<file path="config.mk">
export PLATFORM = sky130hd
export DESIGN_NAME = tiff_ifd_entry_locator
export DESIGN_NICKNAME = d
export VERILOG_FILES = /design/src/hw/rtl/tiel_pkg.sv /design/src/hw/rtl/tiff_ifd_entry_locator.sv
export SDC_FILE = /design/constraint.sdc
export NUM_CORES = 1
export LEC_CHECK = 0
export BUFFER_PORTS_ARGS = -buffer_cell sky130_fd_sc_hd__buf_2
export CAP_MARGIN = 20
export CORE_UTILIZATION = 54
export DETAILED_ROUTE_END_ITERATION = 10
export HOLD_SLACK_MARGIN = 0.08
export PLACE_DENSITY = 0.77
export RECOVER_POWER = 50
export SLEW_MARGIN = 20
export SYNTH_ARGS = -nofsm -noshare
export SYNTH_HDL_FRONTEND = slang
export SYNTH_SLANG_ARGS = --single-unit
</file>
<file path="constraint.sdc">
create_clock -name clk -period 6.5 [get_ports clk]
set_input_delay 1.625 -clock clk [delete_from_list [all_inputs] [get_ports clk]]
set_output_delay 1.625 -clock clk [all_outputs]
set_load 0.01 [all_outputs]
</file>
<file path="src/hw/rtl/tiel_pkg.sv">
// Shared types, codes and decode helpers for the TIFF directory entry locator.
package tiel_pkg;

	localparam int POSITION_BITS = 32;
	localparam logic [POSITION_BITS-1:0] POS_MAX = '1;

	localparam logic [15:0] ORDER_II     = 16'h4949;
	localparam logic [15:0] ORDER_MM     = 16'h4d4d;
	localparam logic [15:0] TIFF_MAGIC   = 16'd42;
	localparam logic [15:0] MAX_NO_MATCH = 16'd253;
	localparam logic [31:0] HEADER_BYTES = 32'd8;
	localparam logic [3:0]  ENTRY_BYTES  = 4'd12;

	typedef enum logic [2:0] {
		ST_INLINE   = 3'd0,
		ST_OFFSET   = 3'd1,
		ST_NOTFOUND = 3'd2,
		ST_BADORDER = 3'd3,
		ST_BADMAGIC = 3'd4,
		ST_BACKWARD = 3'd5,
		ST_BADTYPE  = 3'd6
	} status_t;

	typedef enum logic [7:0] {
		PH_IDLE   = 8'b0000_0001,
		PH_ORDER  = 8'b0000_0010,
		PH_MAGIC  = 8'b0000_0100,
		PH_OFFSET = 8'b0000_1000,
		PH_SKIP   = 8'b0001_0000,
		PH_COUNT  = 8'b0010_0000,
		PH_ENTRY  = 8'b0100_0000,
		PH_DONE   = 8'b1000_0000
	} phase_t;

	typedef struct packed {
		logic [31:0] raw_field;
		logic [15:0] second_short;
		logic [15:0] first_short;
		logic [31:0] word_value;
		logic [31:0] value_count;
		logic [15:0] field_type;
		logic [2:0]  status;
	} result_t;

	function automatic logic [15:0] dec16(input logic be, input logic [7:0] first,
		input logic [7:0] second);
		return be ? {first, second} : {second, first};
	endfunction

	function automatic logic [31:0] dec32(input logic be, input logic [31:0] raw);
		return be ? {raw[7:0], raw[15:8], raw[23:16], raw[31:24]} : raw;
	endfunction

	function automatic status_t classify(input logic [15:0] ftype, input logic [31:0] count);
		status_t st;
		case (ftype)
			16'd1, 16'd2, 16'd6, 16'd7: st = (count > 32'd4) ? ST_OFFSET : ST_INLINE;
			16'd3, 16'd8:               st = (count > 32'd2) ? ST_OFFSET : ST_INLINE;
			16'd4, 16'd9:               st = (count > 32'd1) ? ST_OFFSET : ST_INLINE;
			16'd5, 16'd10, 16'd11, 16'd12, 16'd13, 16'd16, 16'd17, 16'd18: st = ST_OFFSET;
			default:                    st = ST_BADTYPE;
		endcase
		return st;
	endfunction

endpackage

</file>
<file path="src/hw/rtl/tiff_ifd_entry_locator.sv">
// Top level: TIFF header check and first-directory entry locator on a byte stream.
// One file byte per item, one item per cycle unless a result waits at the output. An
// item is registered at the input, then parsed from that register by counters, compares
// and byte shuffles, and a result goes to an output register. The input stage advances
// when the output register is empty or taken in that cycle, so a result left waiting at
// the output holds further bytes. A byte with tuser set restarts the parse.
module tiff_ifd_entry_locator (
	input  logic         clk,
	input  logic         arst_n,
	input  logic         cfg_we,
	input  logic [15:0]  cfg_wdata,     // wanted_tag
	input  logic         s_tvalid,
	output logic         s_tready,
	input  logic [7:0]   s_tdata,       // file_byte
	input  logic         s_tuser,       // start_of_file
	output logic         m_tvalid,
	input  logic         m_tready,
	output logic [151:0] m_tdata        // status, field_type, value_count, word_value,
	                                    // first_short, second_short, raw_field, 5'b0
);
	import tiel_pkg::*;

	logic [15:0] wanted_tag_q;

	logic        valid_s1;
	logic [7:0]  byte_s1;
	logic        sof_s1;

	phase_t                   phase_q;
	logic [POSITION_BITS-1:0] pos_q;
	logic                     be_q;
	logic [31:0]              gather_q;
	logic [31:0]              dir_off_q;
	logic [15:0]              entries_q;
	logic [3:0]               idx_q;
	logic [7:0]               entry_q [12];

	logic    out_valid_q;
	result_t result_q;

	logic advance;
	assign advance  = valid_s1 && (!out_valid_q || m_tready);
	assign s_tready = !valid_s1 || advance;

	phase_t                   phase_e, phase_d;
	logic [POSITION_BITS-1:0] pos_e;
	logic [31:0]              pos_w;
	logic [31:0]              gather_e, gather_d, gather_or;
	logic [3:0]               idx_e, idx_d;
	logic                     be_d;
	logic [31:0]              dir_off_d;
	logic [15:0]              entries_d, entries_dec;
	logic                     wr_entry;
	logic [3:0]               wr_idx;
	logic                     produce;
	result_t                  result_d;
	logic [15:0]              tag, ftype, order_word;
	logic [31:0]              count, raw;
	status_t                  cls;

	always_comb begin
		phase_e  = sof_s1 ? PH_ORDER : phase_q;
		pos_e    = sof_s1 ? '0 : pos_q;
		gather_e = sof_s1 ? '0 : gather_q;
		idx_e    = sof_s1 ? '0 : idx_q;
		pos_w    = 32'(pos_e);

		gather_or   = gather_e | (32'(byte_s1) << {pos_e[1:0], 3'b000});
		order_word  = {gather_e[7:0], byte_s1};
		entries_dec = entries_q - 16'd1;

		tag   = dec16(be_q, entry_q[0], entry_q[1]);
		ftype = dec16(be_q, entry_q[2], entry_q[3]);
		count = dec32(be_q, {entry_q[7], entry_q[6], entry_q[5], entry_q[4]});
		raw   = {byte_s1, entry_q[10], entry_q[9], entry_q[8]};
		cls   = classify(ftype, count);

		phase_d   = phase_e;
		gather_d  = gather_e;
		idx_d     = idx_e;
		be_d      = be_q;
		dir_off_d = dir_off_q;
		entries_d = entries_q;
		wr_entry  = 1'b0;
		wr_idx    = idx_e;
		produce   = 1'b0;
		result_d  = '0;

		case (phase_e)
			PH_IDLE, PH_DONE: begin
			end
			PH_ORDER: begin
				if (pos_e == '0) begin
					gather_d = 32'(byte_s1);
				end else if (order_word == ORDER_II || order_word == ORDER_MM) begin
					be_d    = (order_word == ORDER_MM);
					phase_d = PH_MAGIC;
				end else begin
					produce         = 1'b1;
					result_d.status = ST_BADORDER;
				end
			end
			PH_MAGIC: begin
				if (pos_w == 32'd2) begin
					gather_d = 32'(byte_s1);
				end else if (dec16(be_q, gather_e[7:0], byte_s1) == TIFF_MAGIC) begin
					phase_d  = PH_OFFSET;
					gather_d = '0;
				end else begin
					produce         = 1'b1;
					result_d.status = ST_BADMAGIC;
				end
			end
			PH_OFFSET: begin
				gather_d = gather_or;
				if (pos_e[1:0] == 2'd3) begin
					dir_off_d = dec32(be_q, gather_or);
					if (dir_off_d < HEADER_BYTES) begin
						produce         = 1'b1;
						result_d.status = ST_BACKWARD;
					end else begin
						phase_d = PH_SKIP;
					end
				end
			end
			PH_SKIP: begin
				if (pos_w == dir_off_q) begin
					wr_entry = 1'b1;
					wr_idx   = '0;
					idx_d    = 4'd1;
					phase_d  = PH_COUNT;
				end
			end
			PH_COUNT: begin
				entries_d = dec16(be_q, entry_q[0], byte_s1);
				idx_d     = '0;
				if (entries_d == '0) begin
					produce         = 1'b1;
					result_d.status = ST_NOTFOUND;
				end else begin
					phase_d = PH_ENTRY;
				end
			end
			PH_ENTRY: begin
				wr_entry = 1'b1;
				idx_d    = idx_e + 4'd1;
				if (idx_d >= ENTRY_BYTES) begin
					idx_d = '0;
					if (tag > MAX_NO_MATCH && tag == wanted_tag_q) begin
						produce               = 1'b1;
						result_d.status       = cls;
						result_d.field_type   = ftype;
						result_d.value_count  = count;
						result_d.word_value   = dec32(be_q, raw);
						result_d.raw_field    = raw;
						if (cls == ST_INLINE && (ftype == 16'd3 || ftype == 16'd8)) begin
							result_d.first_short  = dec16(be_q, raw[7:0], raw[15:8]);
							result_d.second_short = dec16(be_q, raw[23:16], raw[31:24]);
						end
					end else begin
						entries_d = entries_dec;
						if (entries_dec == '0) begin
							produce         = 1'b1;
							result_d.status = ST_NOTFOUND;
						end
					end
				end
			end
			default: begin
				phase_d = PH_DONE;
			end
		endcase
		if (produce) begin
			phase_d = PH_DONE;
		end
	end

	always_ff @(posedge clk or negedge arst_n) begin
		if (!arst_n) begin
			wanted_tag_q <= 16'd256;
		end else if (cfg_we) begin
			wanted_tag_q <= cfg_wdata;
		end
	end

	always_ff @(posedge clk or negedge arst_n) begin
		if (!arst_n) begin
			valid_s1 <= 1'b0;
		end else if (s_tready) begin
			valid_s1 <= s_tvalid;
		end
	end

	always_ff @(posedge clk) begin
		if (s_tvalid && s_tready) begin
			byte_s1 <= s_tdata;
			sof_s1  <= s_tuser;
		end
	end

	always_ff @(posedge clk or negedge arst_n) begin
		if (!arst_n) begin
			phase_q   <= PH_IDLE;
			pos_q     <= '0;
			be_q      <= 1'b0;
			gather_q  <= '0;
			dir_off_q <= '0;
			entries_q <= '0;
			idx_q     <= '0;
		end else if (advance && (sof_s1 || (phase_q != PH_IDLE && phase_q != PH_DONE))) begin
			phase_q   <= phase_d;
			pos_q     <= (pos_e < POS_MAX) ? pos_e + 1'b1 : pos_e;
			be_q      <= be_d;
			gather_q  <= gather_d;
			dir_off_q <= dir_off_d;
			entries_q <= entries_d;
			idx_q     <= idx_d;
		end
	end

	always_ff @(posedge clk) begin
		if (advance && wr_entry) begin
			entry_q[wr_idx] <= byte_s1;
		end
	end

	always_ff @(posedge clk or negedge arst_n) begin
		if (!arst_n) begin
			out_valid_q <= 1'b0;
		end else if (advance && produce) begin
			out_valid_q <= 1'b1;
		end else if (m_tready) begin
			out_valid_q <= 1'b0;
		end
	end

	always_ff @(posedge clk) begin
		if (advance && produce) begin
			result_q <= result_d;
		end
	end

	assign m_tvalid = out_valid_q;
	assign m_tdata  = {5'b0, result_q};

	a_done_after_result: assert property (@(posedge clk) disable iff (!arst_n)
		advance && produce |=> phase_q == PH_DONE)
		else $error("parse not finished after a result");

	a_status_range: assert property (@(posedge clk) disable iff (!arst_n)
		out_valid_q |-> result_q.status <= ST_BADTYPE)
		else $error("status code out of range");

	a_error_fields_zero: assert property (@(posedge clk) disable iff (!arst_n)
		out_valid_q && result_q.status != ST_INLINE && result_q.status != ST_OFFSET
		&& result_q.status != ST_BADTYPE |-> result_q.field_type == '0
		&& result_q.value_count == '0 && result_q.raw_field == '0)
		else $error("error result carries entry fields");

	a_shorts_inline_only: assert property (@(posedge clk) disable iff (!arst_n)
		out_valid_q && result_q.status != ST_INLINE |->
		result_q.first_short == '0 && result_q.second_short == '0)
		else $error("short values outside an inline result");

endmodule

</file>
# After elaboration in Yosys (flattened, before gate mapping)

Memory sizes are Yosys's and may differ from the RTL's.
Cells that the tools add are included.

Input bits: 30
Memory bits (writable): 96
Bits in registers: 299
Memories kept: 1
Logic and storage cells: 167

Memories:

| memory  | words | bits a word | rd ports | clocked after Yosys merged registers in | write ports | RTL line                     | RTL |
|---|---|---|---|---|---|---|---|
| entry_q | 12    | 8           | 11       | 0                                       | 1           | tiff_ifd_entry_locator.sv:36 | `logic [7:0] entry_q [12];` |

Add/subtract/negate cells: 3
Shift operators: 1
Reductions and logical operators: 31
Bitwise operators: 2
Multiplexer cells: 68
Eq/ne operators: 35
Magnitude comparators: 7

Operator list:

| operator                                                                         | count |
|---|---|
| 32-bit two-way mux                                                               | 9 |
| 16-bit two-way mux                                                               | 8 |
| 16-bit by 4-bit == test with 1-bit output, second input constant                 | 6 |
| 32-bit case mux with 3 select lines                                              | 1 |
| 8-bit two-way mux                                                                | 10 |
| 16-bit by 3-bit == test with 1-bit output, second input constant                 | 4 |
| 16-bit by 5-bit == test with 1-bit output, second input constant                 | 3 |
| 8-bit case mux with 6 select lines                                               | 1 |
| 32-bit by 1-bit adder with 32-bit output, second input constant                  | 1 |
| 16-bit by 15-bit == test with 1-bit output, second input constant                | 2 |
| 16-bit by 2-bit == test with 1-bit output, second input constant                 | 2 |
| 32-bit by 2-bit == test with 1-bit output, second input constant                 | 1 |
| 32-bit == test                                                                   | 1 |
| 32-bit by 1-bit greater-than comparator with 1-bit output, second input constant | 1 |
| 32-bit by 2-bit greater-than comparator with 1-bit output, second input constant | 1 |
| 32-bit by 3-bit greater-than comparator with 1-bit output, second input constant | 1 |
| 16-bit zero test                                                                 | 2 |
| 32-bit zero test                                                                 | 1 |
| 32-bit < comparator, second input constant                                       | 1 |
| 32-bit by 4-bit < comparator with 1-bit output, second input constant            | 1 |
| 32-bit OR                                                                        | 1 |
| 16-bit case mux with 2 select lines                                              | 1 |
| 8-bit by 5-bit left shift with 32-bit output                                     | 1 |
| 3-bit two-way mux                                                                | 7 |
| other kinds (39)                                                                 | 80 |

# Longest topological paths before layout

Gate-level depths: netlist of run 1.

Depth after elaboration: 10
Depth in mapped cells: 17
Gate-level depth less buffers: 10

# Least setup slack after synthesis of run 1

Ideal clock, no wire load.

Path kind: register to register
Start: register sof_s1
End: register result_q, in the netlist m_tdata[0], enable pin
Cell stages (with the launch flop): 17
Buffers on the path: 8
Data arrival time: 6.148 ns
Clock period less this slack: 6.648 ns
Slack: -0.148 ns
Cells stage by stage: edfxtp_1 > buf_2 > buf_2 > buf_2 > buf_4 > buf_2 > clkbuf_1 > buf_1 > nor2_1 > ha_1 > a211o_1 > a21oi_1 > nor4b_2 > and4_1 > clkbuf_1 > o31ai_1 > inv_1

Cells in the longest elaborated chain, start to end: 9

Ends and longest elaborated chain:

| element                                        | RTL line                      | RTL |
|---|---|---|
| from (decl)                                    | tiff_ifd_entry_locator.sv:27  | `logic sof_s1;` |
| from (signal assigned)                         | tiff_ifd_entry_locator.sv:197 | `sof_s1 <= s_tuser;` |
| 32-bit two-way mux                             | tiff_ifd_entry_locator.sv:63  | `pos_e = sof_s1 ? '0 : pos_q;` |
| 8-bit by 5-bit left shift with 32-bit output   | tiff_ifd_entry_locator.sv:68  | `gather_or = gather_e \| (32'(byte_s1) << {pos_e[1:0], 3'b000});` |
| 32-bit OR                                      | tiff_ifd_entry_locator.sv:68  |  |
| 32-bit two-way mux                             | tiel_pkg.sv:51                | `return be ? {raw[7:0], raw[15:8], raw[23:16], raw[31:24]} : raw;` |
| 32-bit by 4-bit < comparator with 1-bit output | tiff_ifd_entry_locator.sv:118 | `if (dir_off_d < HEADER_BYTES) begin` |
| 1-bit two-way mux                              | tiff_ifd_entry_locator.sv:118 |  |
| 1-bit two-way mux                              | tiff_ifd_entry_locator.sv:116 | `if (pos_e[1:0] == 2'd3) begin` |
| 1-bit case mux with 5 select lines (*)         | tiff_ifd_entry_locator.sv:89  | `case (phase_e)` |
| 1-bit logical AND (*)                          | tiff_ifd_entry_locator.sv:238 | `if (advance && produce) begin` |
| to (signal assigned)                           | tiff_ifd_entry_locator.sv:239 | `result_q <= result_d;` |
| to (decl)                                      | tiff_ifd_entry_locator.sv:39  | `result_t result_q;` |

Every way passes the cells marked *; elsewhere a longest branch is shown, timed or not.
A chain may end at the register's enable or synchronous reset.

# Worst setup path after layout of run 1

Start: register byte_s1[1]
End: register result_q, in the netlist m_tdata[59], enable pin

Cells in the longest elaborated chain, start to end: 8

Ends and longest elaborated chain:

| element                                        | RTL line                      | RTL |
|---|---|---|
| from (decl)                                    | tiff_ifd_entry_locator.sv:26  | `logic [7:0] byte_s1;` |
| from (signal assigned)                         | tiff_ifd_entry_locator.sv:196 | `byte_s1 <= s_tdata;` |
| 8-bit by 5-bit left shift with 32-bit output   | tiff_ifd_entry_locator.sv:68  |  |
| 32-bit OR                                      | tiff_ifd_entry_locator.sv:68  |  |
| 32-bit two-way mux                             | tiel_pkg.sv:51                |  |
| 32-bit by 4-bit < comparator with 1-bit output | tiff_ifd_entry_locator.sv:118 |  |
| 1-bit two-way mux                              | tiff_ifd_entry_locator.sv:118 |  |
| 1-bit two-way mux                              | tiff_ifd_entry_locator.sv:116 |  |
| 1-bit case mux with 5 select lines (*)         | tiff_ifd_entry_locator.sv:89  |  |
| 1-bit logical AND (*)                          | tiff_ifd_entry_locator.sv:238 |  |

Marks and branches as above.

==> run_results.csv, run 1 <==
group,metric,value,unit
detailed_routing,vias_per_cell,6.402,
critical_path,critPathKind,"register to register",
sta,setup_viol,0,
sta,slew_viol_final,245,
die,num_rows,68,
flow_run,maxCapViolCount,5,
final_layout,final_cell_mix,"edfxtp_1, nor2_1, nand2_1",
cts,cts_resized,0,
sta,worst_slew_pin_slew,2908,ps
yosys,synthesis.area,19290,sq um
final_layout,antenna_cells,0,
detailed_routing,drc_errors,0,
yosys,synth_cells,1822,
global_route,grtUsageMet2,0.4682,
cts,cts_buffers,41,
critical_path,rr_worst_depth,9,
cts,cts_max_level,2,
cts,cts_setup_buffers,0,
global_route,grt_first_pass_wirelength,82660,um
final_layout,area_growth,11.60,%
critical_path,r2r_setup_slack,1230,ps
yosys,avgSynthCellArea,10.59,sq um
global_route,grt_max_degree,129,
critical_path,crit_path_max_fanout,128,
die,die_w,191.0,um
min_path,hold_path.class,"register to register",
die,start_util,0.5531,
sta,rsz0062_at_grt,"no",
final_layout,multi_input_area,7661,sq um
sta,hold_viol,0,
yosys,synthArstFlopShare,0.3695,
outcome,violations,"capacitance limit, slew limit",
critical_path,required,6680,ps
critical_path,cp.arrival,5450,ps
sta,hold_ws,515.1,ps
sta,setup_slack,1230,ps
sta,timing.final.crit_share,0.8108,
die,io-pin-count,184,
final_layout,n_fill_cell,2894,
die,core,34880,sq um
detailed_routing,totalWireLength,53560,um
placed_design,post-place-ws,1816,ps
sta,max-slew-margin-rel,-0.9384,
detailed_routing,vias,15580,
final_layout,final_cells,2434,
power_and_ir_drop,p_per_area,277.1,nW/um^2
yosys,synth-warning-count,0,
cts,insertion_delay,570,ps
detailed_routing,ant_nets,0,
yosys,seq_area_frac_synth,0.5653,
detailed_routing,first_iter_violations,1651,
yosys,synth_flop_cell,"edfxtp_1",
cts,hold_buffers,0,
yosys,synth_cell_types,87,
placed_design,dp_hpwl,36770,um
yosys,synth-edff-count,244,
global_route,grt.busiest_layer,"met2",
critical_path,cp-start-kind,"register",
detailed_routing,wl_per_cell,22.00,um
min_path,holdCritStartpoint,"gather_q[15]$_DFFE_PN0P_",
cts,cts.sinks,387,
sta,min_period,5270,ps
detailed_routing,firstDrtPassIters,6,
min_path,holdPathStages,1,
sta,setup-tns-final,0,ps
final_layout,regArea,10910,sq um
global_route,gr-usage-met3,0.05287,
critical_path,rr_startpoint,"byte_s1[1]$_DFFE_PP_",
final_layout,fin_nets,1980,
global_route,antenna_found_initial,0,
global_route,grt_overflow,0,
cts,clock-root-buffer,"clkbuf_16",
min_path,hold_end,"gather_q[15]$_DFFE_PN0P_",
global_route,grt_pass1_vias,14760,
final_layout,drive_above_1_share,0.08287,
placed_design,place_congestion,0.9515,
final_layout,final_common_cell,"edfxtp_1",
yosys,ys_seq_elements,387,
placed_design,dp_cells,2359,
critical_path,cp-end-kind,"register",
global_route,grt_usage,0.2939,
critical_path,r2r-end,"m_tdata[59]$_SDFFCE_PN0P_",
die,fp.dieH,191.0,um
placed_design,port_buffers,178,
cts,cts_tree,"yes",
sta,fmax,0.1898,GHz
die,dieArea,36490,sq um
power_and_ir_drop,ir_worst_vdd,0.2122,mV
power_and_ir_drop,p_total,0.005967,W
cts,clkTransAtPathRegs,60,ps
cts,clock_path_buffers,3,
sta,fin_skew,29.66,ps
power_and_ir_drop,p_leak,7.825,nW
outcome,status,"finished, violations left",
global_route,grtUsageMet1,0.4028,
## worst max-delay path, stage by stage (launching register included)
cell and delay (ps):
edfxtp_1 440, clkbuf_1 880, inv_1 300, or4_1 580
o2bb2ai_1 210, o211ai_1 440, o41ai_2 210, o31ai_1 590
clkinvlp_4 640, buf_12 390
## synthesized netlist by cell type, types with 7 or more instances
cell	count	area, sq um
mux2i_1	54	540.5
buf_1	11	41.29
o22a_1	10	87.58
nand3b_1	8	60.06
o31ai_1	9	67.56
a31oi_1	26	162.7
o22ai_1	17	106.4
or4_1	20	150.1
a32oi_1	11	96.34
nor2_1	187	701.9
nand2b_1	15	93.84
buf_2	27	135.1
o211ai_1	10	75.07
and2_1	36	225.2
dfrtp_1	141	3528
nor2b_1	15	93.84
edfxtp_1	244	7327
nand3_1	47	235.2
o21a_1	7	52.55
o21ai_0	86	430.4
clkbuf_1	81	304.0
nand2_1	184	690.7
nand4_1	24	150.1
a22o_1	31	271.5
xnor2_1	25	219.0
inv_1	41	153.9
buf_4	7	52.55
a22oi_1	9	67.56
nor4bb_1	10	100.1
nor3_1	57	285.3
or4bb_1	7	78.83
nor4_1	34	212.7
xor2_1	21	183.9
a211oi_1	20	150.1
mux2_2	20	225.2
and3_1	13	81.33
nor4b_1	15	131.4
a21oi_1	129	645.6
## stage by stage
| stage | utilization | cell area [sq um] |
|---|---|---|
| final | 0.6173 | 21530 |
| after global routing | 0.6173 | 21530 |
| after CTS | 0.6239 | 21760 |
| after detailed placement | 0.5863 | 20450 |
| after global placement | 0.5860 | 20440 |
| after floorplan | - | 19310 |
## layer usage
metal  part of all wire  wire length [um]
met4              0.035              1864
met1               0.42             22300
met3              0.088              4732
met5                  0                 0
met2               0.46             24660
## cell families after synthesis
logic type	after synthesis	share of synthesized area
AO/OA/AOI/OAI	422	0.1415
XOR/XNOR	46	0.02088
adder cells (fa/ha/maj)	3	0.001946
buffers and inverters	173	0.03871
flip-flops	387	0.5653
multiplexers	74	0.03969
other	1	0.0001944
AND/OR/NAND/NOR	716	0.1918
## report_power, final
group / switching (W) / internal (W)
registers: 0.000121 / 0.00275
logic: 0.000539 / 0.000256
clock network: 0.000983 / 0.00132
total: 0.00164 / 0.00432
## worst max path at each step
stage | from | endpoint | slack (ps) | cells after the start
3_5_place_dp | sof_s1$_DFFE_PP_ | m_tdata[106]$_SDFFCE_PN0P_ | 1820 | 9
6_report | byte_s1[1]$_DFFE_PP_ | m_tdata[59]$_SDFFCE_PN0P_ | 1230 | 9
5_1_grt | sof_s1$_DFFE_PP_ | m_tdata[87]$_SDFFCE_PN0P_ | 910 | 10
3_3_place_gp | be_q$_DFFE_PN0P_ | m_tdata[76]$_SDFFCE_PN0P_ | 1870 | 8
2_1_floorplan | sof_s1$_DFFE_PP_ | m_tdata[0]$_DFFE_PP_ | 590 | 16
4_1_cts | be_q$_DFFE_PN0P_ | m_tdata[54]$_SDFFCE_PN0P_ | 1740 | 8
## layout make-up
class / count / area share
Inverter: 42 / 0.007496
Clock buffer: 51 / 0.05032
Sequential cell: 387 / 0.5067
Timing Repair Buffer: 209 / 0.04265
Tap cell: 455 / 0.02644
Multi-Input combinational cell: 1266 / 0.3558
Clock inverter: 24 / 0.01058
## flip-flops by register name, summed over array words and instances, names as in the netlist, 8 cells and up
register,flops
dir_off_q,32
wanted_tag_q,16
gather_q,32
entry_q,88
phase_q,8
pos_q,32
entries_q,16
byte_s1,8
m_tdata,147
No activity file was read; power rests on OpenSTA's default activity.
==> run 2, diff against run 1 <==
ABC_AREA = 1   (was default)
CORE_UTILIZATION = 60   (was 54)
PLACE_DENSITY = 0.8   (was 0.77)
clock period = 5.2 ns   (was 6.5 ns; I/O delays follow)
==> run 2 against run 1 <==
Effect of this change:
- the run still ends with capacitance limit, slew limit left
- wire length rose by 7.8%
- combinational power is 80% higher
- register-to-register slack worse by 390 ps
- largest cell class unchanged
- critical endpoint is now be_q$_DFFE_PN0P_
- via count up 11%
- largest power group unchanged
- worst setup slack lost 480 ps
==> run_results.csv, run 2 <==
group,metric,value,unit
die,fp.dieH,187.3,um
die,dieArea,35060,sq um
sta,fin_skew,9.893,ps
die,die_w,187.3,um
detailed_routing,vias_per_cell,5.757,
sta,slew_viol_final,148,
die,num_rows,67,
critical_path,cp-end-kind,"register",
critical_path,critPathKind,"input port to register",
detailed_routing,first_iter_violations,1930,
final_layout,antenna_cells,0,
final_layout,final_common_cell,"nand2_1",
sta,worst_slew_pin_slew,2508,ps
sta,setup_slack,749.3,ps
cts,cts_resized,0,
cts,clock-root-buffer,"clkbuf_16",
min_path,hold_path.class,"register to register",
cts,cts.sinks,387,
power_and_ir_drop,p_total,0.008118,W
yosys,synth-warning-count,0,
sta,hold_ws,478.8,ps
sta,setup_viol,0,
yosys,synth-edff-count,244,
detailed_routing,wl_per_cell,19.26,um
die,start_util,0.6126,
die,io-pin-count,184,
power_and_ir_drop,switchingPower,0.002415,W
final_layout,final_cell_mix,"nand2_1, nor2_1, edfxtp_1",
power_and_ir_drop,ir_worst_vdd,0.3016,mV
yosys,synth_top_cells_by_count,"nand2_1, nor2_1, edfxtp_1",
detailed_routing,met3WireLength,4503,um
power_and_ir_drop,p_per_area,357.3,nW/um^2
yosys,yosys-top-cells-area,"edfxtp_1, dfrtp_1, nand2_1",
detailed_routing,firstDrtPassIters,8,
die,core,33620,sq um
global_route,grt_usage,0.3285,
placed_design,dp_cells,2922,
sta,rsz0062_at_grt,"no",
cts,cts_tree,"yes",
cts,insertion_delay,540,ps
detailed_routing,totalWireLength,57710,um
cts,cts_buffers,41,
placed_design,place_congestion,0.9729,
yosys,seq_area_frac_synth,0.5297,
placed_design,post-place-ws,1087,ps
placed_design,port_buffers,178,
sta,timing.final.crit_share,0.8559,
sta,hold_viol,0,
global_route,grt_overflow,0,
sta,min_period,4451,ps
detailed_routing,vias,17250,
detailed_routing,wl_met2,28360,um
sta,max-slew-margin-rel,-0.6717,
global_route,grt_first_pass_wirelength,90150,um
detailed_routing,met1_length,22050,um
global_route,antenna_found_initial,0,
power_and_ir_drop,p_int,0.005703,W
detailed_routing,ant_nets,0,
final_layout,final_cells,2997,
cts,cts_max_level,2,
cts,cts_setup_buffers,0,
power_and_ir_drop,switching_share,0.2975,
yosys,synth.most_common_cell,"nand2_1",
final_layout,largest_register_ffs,147,
yosys,ys_seq_elements,387,
critical_path,required,5580,ps
global_route,grt_pass1_vias,16530,
cts,hold_buffers,0,
final_layout,fin_nets,2552,
final_layout,drive_above_1_share,0.08592,
yosys,synth_cells,2379,
yosys,avgSynthCellArea,8.656,sq um
power_and_ir_drop,comb_power_share,0.177,
flow_run,maxCapViolCount,4,
placed_design,dp_hpwl,40520,um
power_and_ir_drop,p_leak,9.698,nW
global_route,grt_max_degree,137,
yosys,synthArstFlopShare,0.3695,
yosys,synth_flop_cell,"edfxtp_1",
yosys,synth_cell_types,54,
detailed_routing,drc_errors,0,
yosys,netlist.area_leader.share,0.3558,
cts,clkTransAtPathRegs,60,ps
critical_path,cp-start-kind,"input port",
power_and_ir_drop,p_seq_frac,0.457,
final_layout,area_growth,10.34,%
yosys,synthesis.area,20590,sq um
power_and_ir_drop,clockPowerShare,0.366,
sta,fmax,0.2247,GHz
final_layout,n_fill_cell,2722,
critical_path,cp.arrival,4830,ps
critical_path,crit_path_max_fanout,57,
outcome,status,"finished, violations left",
detailed_routing,routed.top_layer,"met4",
cts,clock_path_buffers,3,
outcome,violations,"capacitance limit, slew limit",
sta,setup-tns-final,0,ps
yosys,synth_top_area_cell,"edfxtp_1",
## run 2: cell types whose count changed after synthesis, sizes merged, moves of 28 or more
cell / previous run / this run
buf: 50 / 78
clkbuf: 81 / 38
inv: 41 / 216
mux2i: 54 / 2
nand2: 184 / 617
nand3: 47 / 176
nor2: 187 / 319
nor4: 38 / 2
o21ai: 89 / 148
xor2: 21 / 54
## run 2: final timing paths
kind                       cells after the start                      endpoint             startpoint  slack, ps
max                                            9              be_q$_DFFE_PN0P_               m_tready        750
min                                            2         pos_q[23]$_DFFE_PN0P_  pos_q[23]$_DFFE_PN0P_        480
max reg2reg                                   13    m_tdata[122]$_SDFFCE_PN0P_       be_q$_DFFE_PN0P_        840
min reg2reg                                    2         pos_q[23]$_DFFE_PN0P_  pos_q[23]$_DFFE_PN0P_        480
max in group asynchronous                      2  wanted_tag_q[12]$_DFFE_PN0P_                 arst_n       1810
min in group asynchronous                      1      gather_q[15]$_DFFE_PN0P_                 arst_n        780
## run 2: power by group through the flow
stage	clock network, W	registers [W]	logic (W)
floorplan	0	0.00381	0.000895
global placement	0	0.00376	0.00145
detailed placement	0	0.00376	0.00146
CTS	0.00300	0.00370	0.00147
global route	0.00311	0.00373	0.00157
finish	0.00297	0.00371	0.00143
## run 2: cell families after synthesis
kind of cell,share of synthesized area
xor+xnor,0.02594
flops,0.5297
compound gates,0.08598
mux,0.004800
simple gates,0.2751
fa+ha+maj,0.001823
buf+inv,0.07650
other cells,0.0001821
## run 2: critical path, cell delays in order
cell and delay [ps]:
buf_2 100, inv_1 60, nand2_1 120, nand2_1 230, inv_1 70, nand2_1 660, clkbuf_1 1840, nor2_1 210
mux2i_1 200
## run 2: cell type report
| cell class | count | area [sq um] | share of cell area |
|---|---|---|---|
| flip-flops and latches | 387 | 10910 | 0.4802 |
| multi-input cells | 1663 | 8115 | 0.3572 |
| clock buffers | 58 | 1140 | 0.05017 |
| repair buffers | 209 | 960.9 | 0.04229 |
| inverters | 217 | 824.5 | 0.03629 |
| well taps | 448 | 560.5 | 0.02467 |
| clock inverters | 15 | 209.0 | 0.009196 |
## run 2: routing by layer
metal	global-route usage	vias up
li1	-	8171
met1	0.4098	8047
met2	0.5655	871
met3	0.04371	165
met4	0.1573	0
met5	0	-
## run 2: stage by stage
step | utilization | instance area [sq um]
2_1_floorplan | - | 20610
3_3_place_gp | 0.6423 | 21590
3_5_place_dp | 0.6423 | 21590
4_1_cts | 0.6824 | 22940
5_1_grt | 0.6759 | 22720
6_report | 0.6759 | 22720
